## src/hdl/frame_energy_voice_detector_top_defines.svh

```systemverilog
// Assertion macros for the frame energy voice detector.
// Used by frame_energy_voice_detector_top; needs nothing else.
`ifndef FRAME_ENERGY_VOICE_DETECTOR_TOP_DEFINES_SVH
`define FRAME_ENERGY_VOICE_DETECTOR_TOP_DEFINES_SVH

`ifndef SYNTHESIS
// same-cycle implication, sampled on aclk, off during reset
`define FEVD_ASSERT_IMP(lbl, ante, cons) \
    lbl: assert property (@(posedge aclk) disable iff (!aresetn) (ante) |-> (cons)) \
        else $error("fevd assertion failed");
// next-cycle implication, sampled on aclk, off during reset
`define FEVD_ASSERT_NXT(lbl, ante, cons) \
    lbl: assert property (@(posedge aclk) disable iff (!aresetn) (ante) |=> (cons)) \
        else $error("fevd assertion failed");
`else
`define FEVD_ASSERT_IMP(lbl, ante, cons)
`define FEVD_ASSERT_NXT(lbl, ante, cons)
`endif

`endif

```

## src/hdl/fevd_pkg.sv

```systemverilog
// Shared types, widths and codes of the frame energy voice detector.
// No dependencies; imported by every module of the block.
package fevd_pkg;

    // sizing
    localparam int MAX_FRAME        = 4096;
    localparam int MAX_CALIB_FRAMES = 256;
    localparam int SAMPLE_W         = 16;
    localparam int CNT_W            = $clog2(MAX_FRAME + 1);
    localparam int AMP_SUM_W        = SAMPLE_W - 1 + CNT_W;
    localparam int LEVEL_W          = 24;
    localparam int DIVIDEND_W       = AMP_SUM_W + 8;
    localparam int DIVISOR_W        = CNT_W;
    localparam int QCNT_W           = $clog2(LEVEL_W + 1);
    localparam int CAL_CNT_W        = $clog2(MAX_CALIB_FRAMES + 1);
    localparam int CAL_SUM_W        = SAMPLE_W - 1 + CAL_CNT_W;
    localparam int CUT_W            = 26;
    localparam int WHOLE_W          = 17;
    localparam int LIMIT_W          = 8;
    localparam int CFG_IDX_W        = 1;

    // register indexes
    localparam logic [CFG_IDX_W-1:0] CFG_SILENCE_LIMIT = 1'b0;
    localparam logic [CFG_IDX_W-1:0] CFG_CUTOFF_ADJUST = 1'b1;

    typedef enum logic [1:0] {
        KIND_DETECT = 2'd0,
        KIND_CALIB  = 2'd1,
        KIND_CLOSE  = 2'd2,
        KIND_UNUSED = 2'd3
    } kind_t;

    typedef enum logic [1:0] {
        RES_VERDICT = 2'd0,
        RES_CLOSED  = 2'd1,
        RES_ERROR   = 2'd2
    } result_kind_t;

    typedef enum logic [1:0] {
        OP_FRAME,
        OP_CLOSE,
        OP_ERROR
    } op_t;

    typedef enum logic [1:0] {
        ST_IDLE,
        ST_LOAD,
        ST_DIVIDE,
        ST_FINISH
    } state_t;

    // controller -> datapath
    typedef struct packed {
        logic in_ready;
        logic accept;
        logic div_start;
        logic div_calib;
        logic commit;
        op_t  op;
    } cmd_t;

    // datapath -> controller
    typedef struct packed {
        logic frame_end;
        logic calib_empty;
        logic div_done;
        logic out_free;
    } status_t;

endpackage

```

## src/hdl/fevd_divider.sv

```systemverilog
// Restoring divider, one quotient bit per cycle, LEVEL_W quotient bits per division.
// Depends on fevd_pkg. Caller guarantees the quotient fits in LEVEL_W bits.
module fevd_divider
    import fevd_pkg::*;
(
    input  logic                  aclk,
    input  logic                  aresetn,
    input  logic                  start,
    input  logic [DIVIDEND_W-1:0] dividend,
    input  logic [DIVISOR_W-1:0]  divisor,
    output logic                  done,
    output logic [LEVEL_W-1:0]    quotient
);

    logic                 busy_reg;
    logic                 done_reg;
    logic [QCNT_W-1:0]    cnt_reg;
    logic [DIVISOR_W-1:0] rem_reg;
    logic [DIVISOR_W-1:0] dvs_reg;
    logic [LEVEL_W-1:0]   quo_reg;

    logic [DIVISOR_W:0]   trial;
    logic [DIVISOR_W:0]   diff;
    logic                 ge;

    // trial subtract of the shifted remainder
    always_comb begin
        trial = {rem_reg, quo_reg[LEVEL_W-1]};
        diff  = trial - {1'b0, dvs_reg};
        ge    = (trial >= {1'b0, dvs_reg});
    end

    // control: busy flag, bit counter, done pulse
    always_ff @(posedge aclk) begin
        if (!aresetn) begin
            busy_reg <= 1'b0;
            done_reg <= 1'b0;
            cnt_reg  <= '0;
        end else begin
            done_reg <= 1'b0;
            if (start) begin
                busy_reg <= 1'b1;
                cnt_reg  <= QCNT_W'(LEVEL_W);
            end else if (busy_reg) begin
                cnt_reg <= cnt_reg - 1'b1;
                if (cnt_reg == QCNT_W'(1)) begin
                    busy_reg <= 1'b0;
                    done_reg <= 1'b1;
                end
            end
        end
    end

    // data: high dividend bits seed the remainder, low bits shift through
    always_ff @(posedge aclk) begin
        if (start) begin
            rem_reg <= DIVISOR_W'(dividend[DIVIDEND_W-1:LEVEL_W]);
            quo_reg <= dividend[LEVEL_W-1:0];
            dvs_reg <= divisor;
        end else if (busy_reg) begin
            rem_reg <= ge ? diff[DIVISOR_W-1:0] : trial[DIVISOR_W-1:0];
            quo_reg <= {quo_reg[LEVEL_W-2:0], ge};
        end
    end

    assign done     = done_reg;
    assign quotient = quo_reg;

endmodule

```

## src/hdl/fevd_datapath.sv

```systemverilog
// Datapath: frame accumulator, config registers, silence counter, calibration
// sums, shared divider and output register. Depends on fevd_pkg, fevd_divider.
module fevd_datapath
    import fevd_pkg::*;
(
    input  logic                  aclk,
    input  logic                  aresetn,
    input  cmd_t                  cmd,
    output status_t               status,
    input  logic                  cfg_wr_en,
    input  logic [CFG_IDX_W-1:0]  cfg_index,
    input  logic [SAMPLE_W-1:0]   cfg_wdata,
    input  logic [1:0]            s_kind,
    input  logic signed [SAMPLE_W-1:0] s_sample,
    input  logic                  s_last_of_frame,
    output logic                  m_valid,
    input  logic                  m_ready,
    output logic [1:0]            m_result_kind,
    output logic                  m_voice,
    output logic [LEVEL_W-1:0]    m_frame_level,
    output logic signed [WHOLE_W-1:0] m_cutoff_whole
);

    logic [LIMIT_W-1:0]      limit_reg;
    logic [SAMPLE_W-1:0]     adjust_reg;
    logic [AMP_SUM_W-1:0]    amp_sum_reg;
    logic [CNT_W-1:0]        n_reg;
    logic                    frame_calib_reg;
    logic [LIMIT_W-1:0]      silence_reg;
    logic signed [CUT_W-1:0] cutoff_reg;
    logic [CAL_SUM_W-1:0]    cal_sum_reg;
    logic [CAL_CNT_W-1:0]    cal_frames_reg;
    logic                    m_valid_reg;
    logic [1:0]              rk_reg;
    logic                    voice_reg;
    logic [LEVEL_W-1:0]      level_reg;
    logic [WHOLE_W-1:0]      whole_reg;

    logic [SAMPLE_W-1:0]     abs_s;
    logic [CNT_W-1:0]        n_inc;
    logic [DIVIDEND_W-1:0]   dividend;
    logic [DIVISOR_W-1:0]    divisor;
    logic                    div_done;
    logic [LEVEL_W-1:0]      quotient;
    logic                    lt;
    logic                    gt;
    logic [LIMIT_W-1:0]      cnt_step;
    logic                    silent;
    logic [LIMIT_W-1:0]      cnt_final;
    logic signed [CUT_W-1:0] cut_new;
    logic [CUT_W-1:0]        cut_mag;
    logic [WHOLE_W-1:0]      whole_mag;
    logic [WHOLE_W-1:0]      whole_val;
    logic                    cal_room;

    // sample magnitude and frame-end detect (flag or frame length cap)
    always_comb begin
        abs_s = s_sample[SAMPLE_W-1] ? (~s_sample + 1'b1) : s_sample;
        n_inc = n_reg + 1'b1;
    end

    assign status.frame_end   = s_last_of_frame || (n_inc == CNT_W'(MAX_FRAME));
    assign status.calib_empty = (cal_frames_reg == '0);
    assign status.div_done    = div_done;
    assign status.out_free    = !m_valid_reg || m_ready;

    // divider operands: frame mean or calibration mean, both scaled by 256
    always_comb begin
        if (cmd.div_calib) begin
            dividend = DIVIDEND_W'({cal_sum_reg, 8'h00});
            divisor  = DIVISOR_W'(cal_frames_reg);
        end else begin
            dividend = {amp_sum_reg, 8'h00};
            divisor  = n_reg;
        end
    end

    fevd_divider u_div (
        .aclk     (aclk),
        .aresetn  (aresetn),
        .start    (cmd.div_start),
        .dividend (dividend),
        .divisor  (divisor),
        .done     (div_done),
        .quotient (quotient)
    );

    // silence counter rule on the frame mean
    always_comb begin
        lt = $signed({2'b00, quotient}) < cutoff_reg;
        gt = $signed({2'b00, quotient}) > cutoff_reg;
        cnt_step = silence_reg;
        if (lt && (silence_reg != '1)) begin
            cnt_step = silence_reg + 1'b1;
        end else if (gt && (silence_reg != '0)) begin
            cnt_step = silence_reg - 1'b1;
        end
        silent    = (cnt_step == limit_reg);
        cnt_final = (silent && (cnt_step != '0)) ? (cnt_step - 1'b1) : cnt_step;
        cal_room  = frame_calib_reg && (cal_frames_reg < CAL_CNT_W'(MAX_CALIB_FRAMES));
    end

    // new cutoff and its whole part, truncated toward zero
    always_comb begin
        cut_new   = $signed({2'b00, quotient})
                  + $signed({{(CUT_W-SAMPLE_W-8){adjust_reg[SAMPLE_W-1]}}, adjust_reg, 8'h00});
        cut_mag   = cut_new[CUT_W-1] ? (~cut_new + 1'b1) : cut_new;
        whole_mag = WHOLE_W'(cut_mag[CUT_W-1:8]);
        whole_val = cut_new[CUT_W-1] ? (~whole_mag + 1'b1) : whole_mag;
    end

    // configuration registers
    always_ff @(posedge aclk) begin
        if (!aresetn) begin
            limit_reg  <= LIMIT_W'(2);
            adjust_reg <= '0;
        end else if (cfg_wr_en) begin
            case (cfg_index)
                CFG_SILENCE_LIMIT: limit_reg  <= cfg_wdata[LIMIT_W-1:0];
                CFG_CUTOFF_ADJUST: adjust_reg <= cfg_wdata;
                default: ;
            endcase
        end
    end

    // frame and detector state
    always_ff @(posedge aclk) begin
        if (!aresetn) begin
            amp_sum_reg     <= '0;
            n_reg           <= '0;
            frame_calib_reg <= 1'b0;
            silence_reg     <= '0;
            cutoff_reg      <= '0;
            cal_sum_reg     <= '0;
            cal_frames_reg  <= '0;
        end else if (cmd.accept) begin
            amp_sum_reg     <= amp_sum_reg + AMP_SUM_W'(abs_s);
            n_reg           <= n_inc;
            frame_calib_reg <= (kind_t'(s_kind) == KIND_CALIB);
        end else if (cmd.commit) begin
            case (cmd.op)
                OP_FRAME: begin
                    amp_sum_reg <= '0;
                    n_reg       <= '0;
                    silence_reg <= cnt_final;
                    if (cal_room) begin
                        cal_frames_reg <= cal_frames_reg + 1'b1;
                        if (!silent) begin
                            cal_sum_reg <= cal_sum_reg
                                         + CAL_SUM_W'(quotient[LEVEL_W-1:8]);
                        end
                    end
                end
                OP_CLOSE: begin
                    cutoff_reg     <= cut_new;
                    cal_sum_reg    <= '0;
                    cal_frames_reg <= '0;
                end
                default: ;
            endcase
        end
    end

    // output register: holds a result until taken
    always_ff @(posedge aclk) begin
        if (!aresetn) begin
            m_valid_reg <= 1'b0;
        end else if (cmd.commit) begin
            m_valid_reg <= 1'b1;
        end else if (m_ready) begin
            m_valid_reg <= 1'b0;
        end
    end

    always_ff @(posedge aclk) begin
        if (cmd.commit) begin
            case (cmd.op)
                OP_FRAME: begin
                    rk_reg    <= RES_VERDICT;
                    voice_reg <= !silent;
                    level_reg <= quotient;
                    whole_reg <= '0;
                end
                OP_CLOSE: begin
                    rk_reg    <= RES_CLOSED;
                    voice_reg <= 1'b0;
                    level_reg <= '0;
                    whole_reg <= whole_val;
                end
                default: begin
                    rk_reg    <= RES_ERROR;
                    voice_reg <= 1'b0;
                    level_reg <= '0;
                    whole_reg <= '0;
                end
            endcase
        end
    end

    assign m_valid        = m_valid_reg;
    assign m_result_kind  = rk_reg;
    assign m_voice        = voice_reg;
    assign m_frame_level  = level_reg;
    assign m_cutoff_whole = $signed(whole_reg);

endmodule

```

## src/hdl/fevd_ctrl.sv

```systemverilog
// Controller FSM: sequences accumulate, divide and commit per request.
// Depends on fevd_pkg; talks to fevd_datapath through cmd_t / status_t.
module fevd_ctrl
    import fevd_pkg::*;
(
    input  logic       aclk,
    input  logic       aresetn,
    input  logic       s_valid,
    input  logic [1:0] s_kind,
    input  status_t    status,
    output cmd_t       cmd
);

    state_t state_reg, state_next;
    op_t    op_reg, op_next;
    kind_t  kind;

    assign kind = kind_t'(s_kind);

    always_ff @(posedge aclk) begin
        if (!aresetn) begin
            state_reg <= ST_IDLE;
            op_reg    <= OP_FRAME;
        end else begin
            state_reg <= state_next;
            op_reg    <= op_next;
        end
    end

    // next state
    always_comb begin
        state_next = state_reg;
        op_next    = op_reg;
        case (state_reg)
            ST_IDLE: begin
                if (s_valid) begin
                    case (kind)
                        KIND_DETECT, KIND_CALIB: begin
                            if (status.frame_end) begin
                                state_next = ST_LOAD;
                                op_next    = OP_FRAME;
                            end
                        end
                        KIND_CLOSE: begin
                            if (status.calib_empty) begin
                                state_next = ST_FINISH;
                                op_next    = OP_ERROR;
                            end else begin
                                state_next = ST_DIVIDE;
                                op_next    = OP_CLOSE;
                            end
                        end
                        default: ;
                    endcase
                end
            end
            ST_LOAD:   state_next = ST_DIVIDE;
            ST_DIVIDE: if (status.div_done) state_next = ST_FINISH;
            ST_FINISH: if (status.out_free) state_next = ST_IDLE;
            default:   state_next = ST_IDLE;
        endcase
    end

    // outputs
    always_comb begin
        cmd.in_ready  = 1'b0;
        cmd.accept    = 1'b0;
        cmd.div_start = 1'b0;
        cmd.div_calib = 1'b0;
        cmd.commit    = 1'b0;
        cmd.op        = op_reg;
        case (state_reg)
            ST_IDLE: begin
                cmd.in_ready = 1'b1;
                if (s_valid) begin
                    case (kind)
                        KIND_DETECT, KIND_CALIB: cmd.accept = 1'b1;
                        KIND_CLOSE: begin
                            cmd.div_calib = 1'b1;
                            cmd.div_start = !status.calib_empty;
                        end
                        default: ;
                    endcase
                end
            end
            ST_LOAD:   cmd.div_start = 1'b1;
            ST_FINISH: cmd.commit    = status.out_free;
            default: ;
        endcase
    end

endmodule

```

## src/hdl/frame_energy_voice_detector_top.sv

```systemverilog
// Top level of the frame energy voice detector.
// Depends on fevd_pkg, fevd_ctrl, fevd_datapath and the assertion header.
//
//  channel  direction  handshake           payload
//  s_       in         s_valid / s_ready   s_kind, s_sample, s_last_of_frame
//  m_       out        m_valid / m_ready   m_result_kind, m_voice,
//                                          m_frame_level, m_cutoff_whole
//  cfg_     in         cfg_wr_en           cfg_index, cfg_wdata
//
// A sample inside a frame is only accumulated. The last sample of a frame runs
// accept, divider load, 24 quotient bits, done and commit; a close request
// skips the load, and an error close goes straight from accept to commit.
// Reset is synchronous, active low; no clearing pass is needed.
// A result waits in the output register while the next samples are taken;
// the commit of a further result stalls until that register is free.
`include "frame_energy_voice_detector_top_defines.svh"

module frame_energy_voice_detector_top
    import fevd_pkg::*;
(
    input  logic                      aclk,
    input  logic                      aresetn,
    input  logic                      cfg_wr_en,
    input  logic [CFG_IDX_W-1:0]      cfg_index,
    input  logic [SAMPLE_W-1:0]       cfg_wdata,
    input  logic                      s_valid,
    output logic                      s_ready,
    input  logic [1:0]                s_kind,
    input  logic signed [SAMPLE_W-1:0] s_sample,
    input  logic                      s_last_of_frame,
    output logic                      m_valid,
    input  logic                      m_ready,
    output logic [1:0]                m_result_kind,
    output logic                      m_voice,
    output logic [LEVEL_W-1:0]        m_frame_level,
    output logic signed [WHOLE_W-1:0] m_cutoff_whole
);

    cmd_t    cmd;
    status_t status;

    fevd_ctrl u_ctrl (
        .aclk    (aclk),
        .aresetn (aresetn),
        .s_valid (s_valid),
        .s_kind  (s_kind),
        .status  (status),
        .cmd     (cmd)
    );

    fevd_datapath u_dp (
        .aclk            (aclk),
        .aresetn         (aresetn),
        .cmd             (cmd),
        .status          (status),
        .cfg_wr_en       (cfg_wr_en),
        .cfg_index       (cfg_index),
        .cfg_wdata       (cfg_wdata),
        .s_kind          (s_kind),
        .s_sample        (s_sample),
        .s_last_of_frame (s_last_of_frame),
        .m_valid         (m_valid),
        .m_ready         (m_ready),
        .m_result_kind   (m_result_kind),
        .m_voice         (m_voice),
        .m_frame_level   (m_frame_level),
        .m_cutoff_whole  (m_cutoff_whole)
    );

    assign s_ready = cmd.in_ready;

    // a commit never overwrites a result still waiting
    `FEVD_ASSERT_IMP(a_commit_free, cmd.commit, status.out_free)
    // no request is taken while a division runs
    `FEVD_ASSERT_NXT(a_start_blocks, cmd.div_start, !s_ready)
    `FEVD_ASSERT_IMP(a_done_blocks, status.div_done, !s_ready)

endmodule

```

## config.mk

```make
export PLATFORM = sky130hd
export DESIGN_NAME = frame_energy_voice_detector_top
export DESIGN_NICKNAME = d
export VERILOG_FILES = /design/src/hdl/fevd_pkg.sv /design/src/hdl/fevd_divider.sv /design/src/hdl/fevd_datapath.sv /design/src/hdl/fevd_ctrl.sv /design/src/hdl/frame_energy_voice_detector_top.sv
export VERILOG_INCLUDE_DIRS = /design/src /design/src/hdl
export SDC_FILE = /design/constraint.sdc
export NUM_CORES = 1
export LEC_CHECK = 0
export ABC_CLOCK_PERIOD_IN_PS = 6400
export BUFFER_PORTS_ARGS = -buffer_cell sky130_fd_sc_hd__buf_2
export CAP_MARGIN = 30
export CORE_AREA = 2 2 231 233
export DETAILED_ROUTE_END_ITERATION = 10
export DIE_AREA = 0 0 233 235
export SLEW_MARGIN = 20
export SYNTH_ARGS = -nofsm -noshare
export SYNTH_HDL_FRONTEND = slang
export SYNTH_SLANG_ARGS = --single-unit
```

## constraint.sdc

```tcl
create_clock -name aclk -period 6.4 [get_ports aclk]
set_input_delay 1.28 -clock aclk [delete_from_list [all_inputs] [get_ports aclk]]
set_output_delay 1.28 -clock aclk [all_outputs]
set_load 0.1 [all_outputs]
```

# Yosys cells after proc, flatten, opt, wreduce, memory -nomap -nowiden

Index checks and enable logic that the tools add are counted.

Register bits after elaboration: 239
Input bits: 41
Output and inout port bits: 46
Word-level logic and storage cells: 150

Add/sub/neg operators: 13
Magnitude comparators: 4
Equality and inequality tests: 18
Mux-type cells: 50
Bitwise logic cells: 7
Reductions and logical operators: 33

Operators by type and width:

| operator              | number |
|---|---|
| $mux 24               | 4 |
| $mux 28               | 3 |
| $mux 13               | 4 |
| $pmux 24 s2           | 1 |
| $mux 36               | 1 |
| $add 28x16->28        | 1 |
| $add 25x24->26        | 1 |
| $gt 25x26->1          | 1 |
| $lt 25x26->1          | 1 |
| $add 25x1->25 const B | 1 |
| $mux 25               | 1 |
| $not 25->25           | 1 |
| $add 24x16->24        | 1 |
| $mux 12               | 2 |
| $mux 8                | 3 |
| $mux 9                | 2 |
| $pmux 9 s2            | 1 |
| $add 17x1->17 const B | 1 |
| $mux 17               | 1 |
| $not 17->17           | 1 |
| $add 16x1->16 const B | 1 |
| $mux 16               | 1 |
| $mux 2                | 8 |
| $not 16->16           | 1 |
| 37 further kinds      | 82 |

# Logic depth before layout (Yosys ltp)

Word-level depth: 8
Depth in mapped cells: 18

# Hierarchy

From an unflattened synthesis, not the netlist that was laid out.

Cell total of the unflattened synthesis: 1834
Area total of the unflattened synthesis: 15935.3 um2

By module, submodules not included:

| module        | times used | cells each | area an instance (um2) |
|---|---|---|---|
| fevd_datapath | 1          | 1530       | 12538.3 |
| fevd_divider  | 1          | 266        | 3094.2 |
| fevd_ctrl     | 1          | 38         | 302.8 |

# Worst setup path before layout

OpenSTA, ideal clock, no wires.

Kind: input to register
Start point: input m_ready
End point: register u_dp.cal_sum_reg[22]
Setup time: 71 ps
Data arrival time: 5212 ps
Path slack: 1117 ps
Stages on the path: 9
Cell sequence: nor2b_1 -> nor2b_1 -> nand2_1 -> nor3_1 -> o41a_2 -> and4_4 -> nand3_1 -> or4_1 -> a21oi_1

RTL lines:

| what                   | line                                  | text |
|---|---|---|
| start: declaration     | frame_energy_voice_detector_top.sv:32 | `input logic m_ready,` |
| end signal: assignment | fevd_datapath.sv:149                  | `cal_sum_reg <= cal_sum_reg` |
| end: declaration       | fevd_datapath.sv:31                   | `logic [CAL_SUM_W-1:0] cal_sum_reg;` |

# Worst setup path in the final report

Start point: register u_dp.u_div.quo_reg[10], in the netlist u_dp.u_div.quotient[10]
End point: register u_dp.whole_reg[14], in the netlist u_dp.m_cutoff_whole[14], data pin

Cells in the longest elaborated chain, start to end: 7

RTL lines:

| what                     | line                 | text |
|---|---|---|
| start: declaration       | fevd_divider.sv:20   | `logic [LEVEL_W-1:0] quo_reg;` |
| start signal: assignment | fevd_divider.sv:58   | `quo_reg <= dividend[LEVEL_W-1:0];` |
| start signal: assignment | fevd_divider.sv:62   | `quo_reg <= {quo_reg[LEVEL_W-2:0], ge};` |
| $add 25x24->26 (*)       | fevd_datapath.sv:106 | `+ $signed({{(CUT_W-SAMPLE_W-8){adjust_reg[SAMPLE_W-1]}}, adjust_reg, 8'h00});` |
| $not 25->25              | fevd_datapath.sv:107 | `cut_mag = cut_new[CUT_W-1] ? (~cut_new + 1'b1) : cut_new;` |
| $add 25x1->25            | fevd_datapath.sv:107 |  |
| $mux 25                  | fevd_datapath.sv:107 |  |
| $not 17->17              | fevd_datapath.sv:109 | `whole_val = cut_new[CUT_W-1] ? (~whole_mag + 1'b1) : whole_mag;` |
| $add 17x1->17            | fevd_datapath.sv:109 |  |
| $mux 17 (*)              | fevd_datapath.sv:109 |  |
| end signal: assignment   | fevd_datapath.sv:188 | `whole_reg <= whole_val;` |
| end: declaration         | fevd_datapath.sv:37  | `logic [WHOLE_W-1:0] whole_reg;` |

Every way passes the cells marked *; elsewhere a longest branch is shown, timed or not.
A chain may end at the register's enable or synchronous reset.

==> metrics.md <==
| Metric | Value |
|---|---|
| Max_slew headroom | `35.5%` |
| Die footprint | `54800 um2` |
| Sequential fraction of the synthesis area | `36.6%` |
| Maximum vdd drop | `0.000216 V` |
| Largest area contributor in the netlist | `dfxtp_1` |
| ANT nets after route | `0` |
| Worst-Margin Slew | `0.959 ns` |
| Metal1 wirelength | `20.8 mm` |
| Length of routed met2 wiring | `18.3 mm` |
| Met3 WL | `2.10 mm` |
| Synthesized Nets | `1940` |
| Routed len/inst | `16.4 um` |
| # IOs | `87` |
| Ys async rst share | `0%` |
| Area contributors post-synth | `dfxtp_1 (19%), edfxtp_1 (18%), ha_1 (8.2%)` |
| Top FF cell, synth | `dfxtp_1` |
| Post-DP HPWL | `31.0 mm` |
| Non-filler instance count after layout | `2552` |
| Quantity of gates resized following cts | `0` |
| Final period util | `83.3%` |
| CTS tree | `built` |
| Fmax achieved | `0.188 GHz` |
| CTS root buf | `clkbuf_16` |
| Final RePlAce weighted congestion | `0.902` |
| Synth warn | `0` |
| Top-area cell type share of the netlist area | `18.7%` |
| Setup CP Type | `reg2reg` |
| Via count | `13.2k` |
| TritonCTS Buffers | `27` |
| Final hold slack | `0.471 ns` |
| Filler instances | `5372` |
| Commonest non-fill, non-tap cell in the layout | `nand2_1` |
| Layout cell share with drive strength beyond 1 | `10.3%` |
| Commonest non-fill, non-tap cells in the layout | `nand2_1 (227), dfxtp_1 (146), o21ai_0 (104)` |
| Clock transition at path regs | `0.07 ns` |
| Routed WL | `41.9 mm` |
| Final net count | `1990` |
| Iter 0 DRT Violations | `972` |
| Die Y | `235 um` |
| P&R area growth vs syn | `12.8%` |
| Clock sinks | `239` |
| Pre-antenna DRT Iters | `7` |
| EDFF count, synth | `93` |
| # setup viols final | `0` |
| Hold Crit Class | `reg2reg` |
| Arr. time, crit path | `5.74 ns` |
| Post-Route Utilization | `33.7%` |
| Required time of the critical path | `6.81 ns` |
| Max_cap viols | `0` |
| First-pass GRT wire length | `67.4 mm` |
| Slew Viols, Final | `0` |
| Top sig layer | `met4` |
| Post-Place Cells | `2500` |
| CP Capture Type | `flop` |
| Initial core utilization | `29.9%` |
| Vias/cell | `5.19` |
| Antenna violations before repair | `0` |
| Max reg flops | `28` |
| CP max FO | `13` |
| Vias in the first global route | `12.5k` |
| Cts hold-fix bufs | `0` |
| Pleak | `6.75 nW` |
| Outcome | `finished clean` |
| Setup TNS | `0 ns` |
| Storage element area | `5720 um2` |
| CP Launch Point | `u_dp.u_div.quotient[10]` |
| Total grt overflow | `0` |
| Syn avg cell area | `8.70 um2` |
| HP Start | `u_dp.cutoff_reg[17]` |
| # rows | `84` |
| Total global-route track usage | `15.0%` |
| Multi-input gate area | `9250 um2` |
| Core box area | `52200 um2` |
| RSZ-0062 raised after global routing | `no` |
| Mapped Area | `15600 um2` |
| Max Root-Sink Buffers | `3` |
| Fin crit period | `5.33 ns` |
| Power density cells | `382 nW/um2` |
| Largest net degree at the start of global routing | `90` |
| Total power | `6.72 mW` |
| H-tree levels | `1` |
| Final hold violation count | `0` |
| Post-synth cell types | `87` |
| Reg2reg start | `u_dp.u_div.quotient[10]` |
| Die width | `233 um` |
| Mapped Cells | `1793` |
| Crit start category | `flop` |
| Post-CTS setup buffers | `0` |
| Worst skew pair latency | `0.57 ns` |
| Max Clock Skew | `0.0244 ns` |
| DRC | `0` |
| Port buffer count | `86` |
| Register bit total from synthesis | `239` |
## area by class of cell
cell class	count	area share [%]
timing repair buffer	104	3.34
multi-input combinational	1382	52.6
sequential	239	32.5
clock inverter	15	0.676
tap	688	4.89
clock buffer	34	4.10
inverter	89	1.90
antenna	1	0.0142
## worst paths after layout
check / slack (ns) / cells past startpoint / to
worst max-delay path: 1.07 / 17 / u_dp.m_cutoff_whole[14]
worst min-delay path: 0.47 / 2 / u_dp.cutoff_reg[17]
worst max register to register: 1.07 / 17 / u_dp.m_cutoff_whole[14]
worst min register to register: 0.47 / 2 / u_dp.cutoff_reg[17]
## metrics by stage
stage          instance area (um2)  worst slack (ns)
2_1_floorplan                15600              1.12
3_5_place_dp                 16700              1.25
6_report                     17600              1.07
3_3_place_gp                 16700              1.22
5_1_grt                      17600             0.637
4_1_cts                      17600              1.22
## kinds of logic after synthesis
kind of cell,Yosys count,share of synthesized area [%]
flip-flops,239,36.6
adder cells (fa/ha/maj),106,8.70
buffers and inverters,172,4.25
AO/OA/AOI/OAI,425,18.3
XOR/XNOR,107,6.01
multiplexers,58,3.86
AND/OR/NAND/NOR,686,22.3
## power breakdown
part / internal, mW / switching, mW / total [mW]
registers: 1.94 / 0.284 / 2.22
clock network: 0.843 / 0.657 / 1.50
logic: 1.13 / 1.87 / 3.00
## synth_stat cells, types with 8 or more instances
cell type  instances
o21a_1            14
a22oi_1           17
a211oi_1          12
a21boi_0          68
xor2_1            42
nand2_1          227
clkbuf_1          73
nor3_1            31
o211ai_1          13
xnor2_1           65
or3_1             19
edfxtp_1          93
dfxtp_1          146
nand2b_1          28
nand3_1           65
and3_1            23
mux2_2            17
nor4_1            15
nand3b_1           8
ha_1             102
nor2b_1           46
a31oi_1           17
o21ai_0          104
nand4_1           25
o31ai_1            9
o21bai_1           8
a21oi_1           79
mux2i_1           41
inv_1             88
and2_1            56
a21o_1            20
nor2_1           101
## critical path: stages, from the launching register on
cell,delay [ns]
edfxtp_1,0.53
ha_1,0.45
o211ai_1,0.13
o211ai_1,0.31
nand2_1,0.18
o21ai_1,0.37
mux2i_1,0.49
nand2_1,0.40
nand2_1,0.18
xor2_1,0.24
ha_1,0.24
nor3b_1,0.25
mux2_2,0.24
o211ai_1,0.20
nor4_1,0.37
a22oi_1,0.12
or3_1,0.31
a21oi_1,0.15
## layer usage
| metal | up-vias | GRT usage, % |
|---|---|---|
| li1 | 6529 | - |
| met1 | 6318 | 22.0 |
| met2 | 337 | 23.6 |
| met3 | 51 | 1.65 |
| met4 | 0 | 3.05 |
| met5 | - | 0 |
No activity file was read; power rests on OpenSTA's default activity.
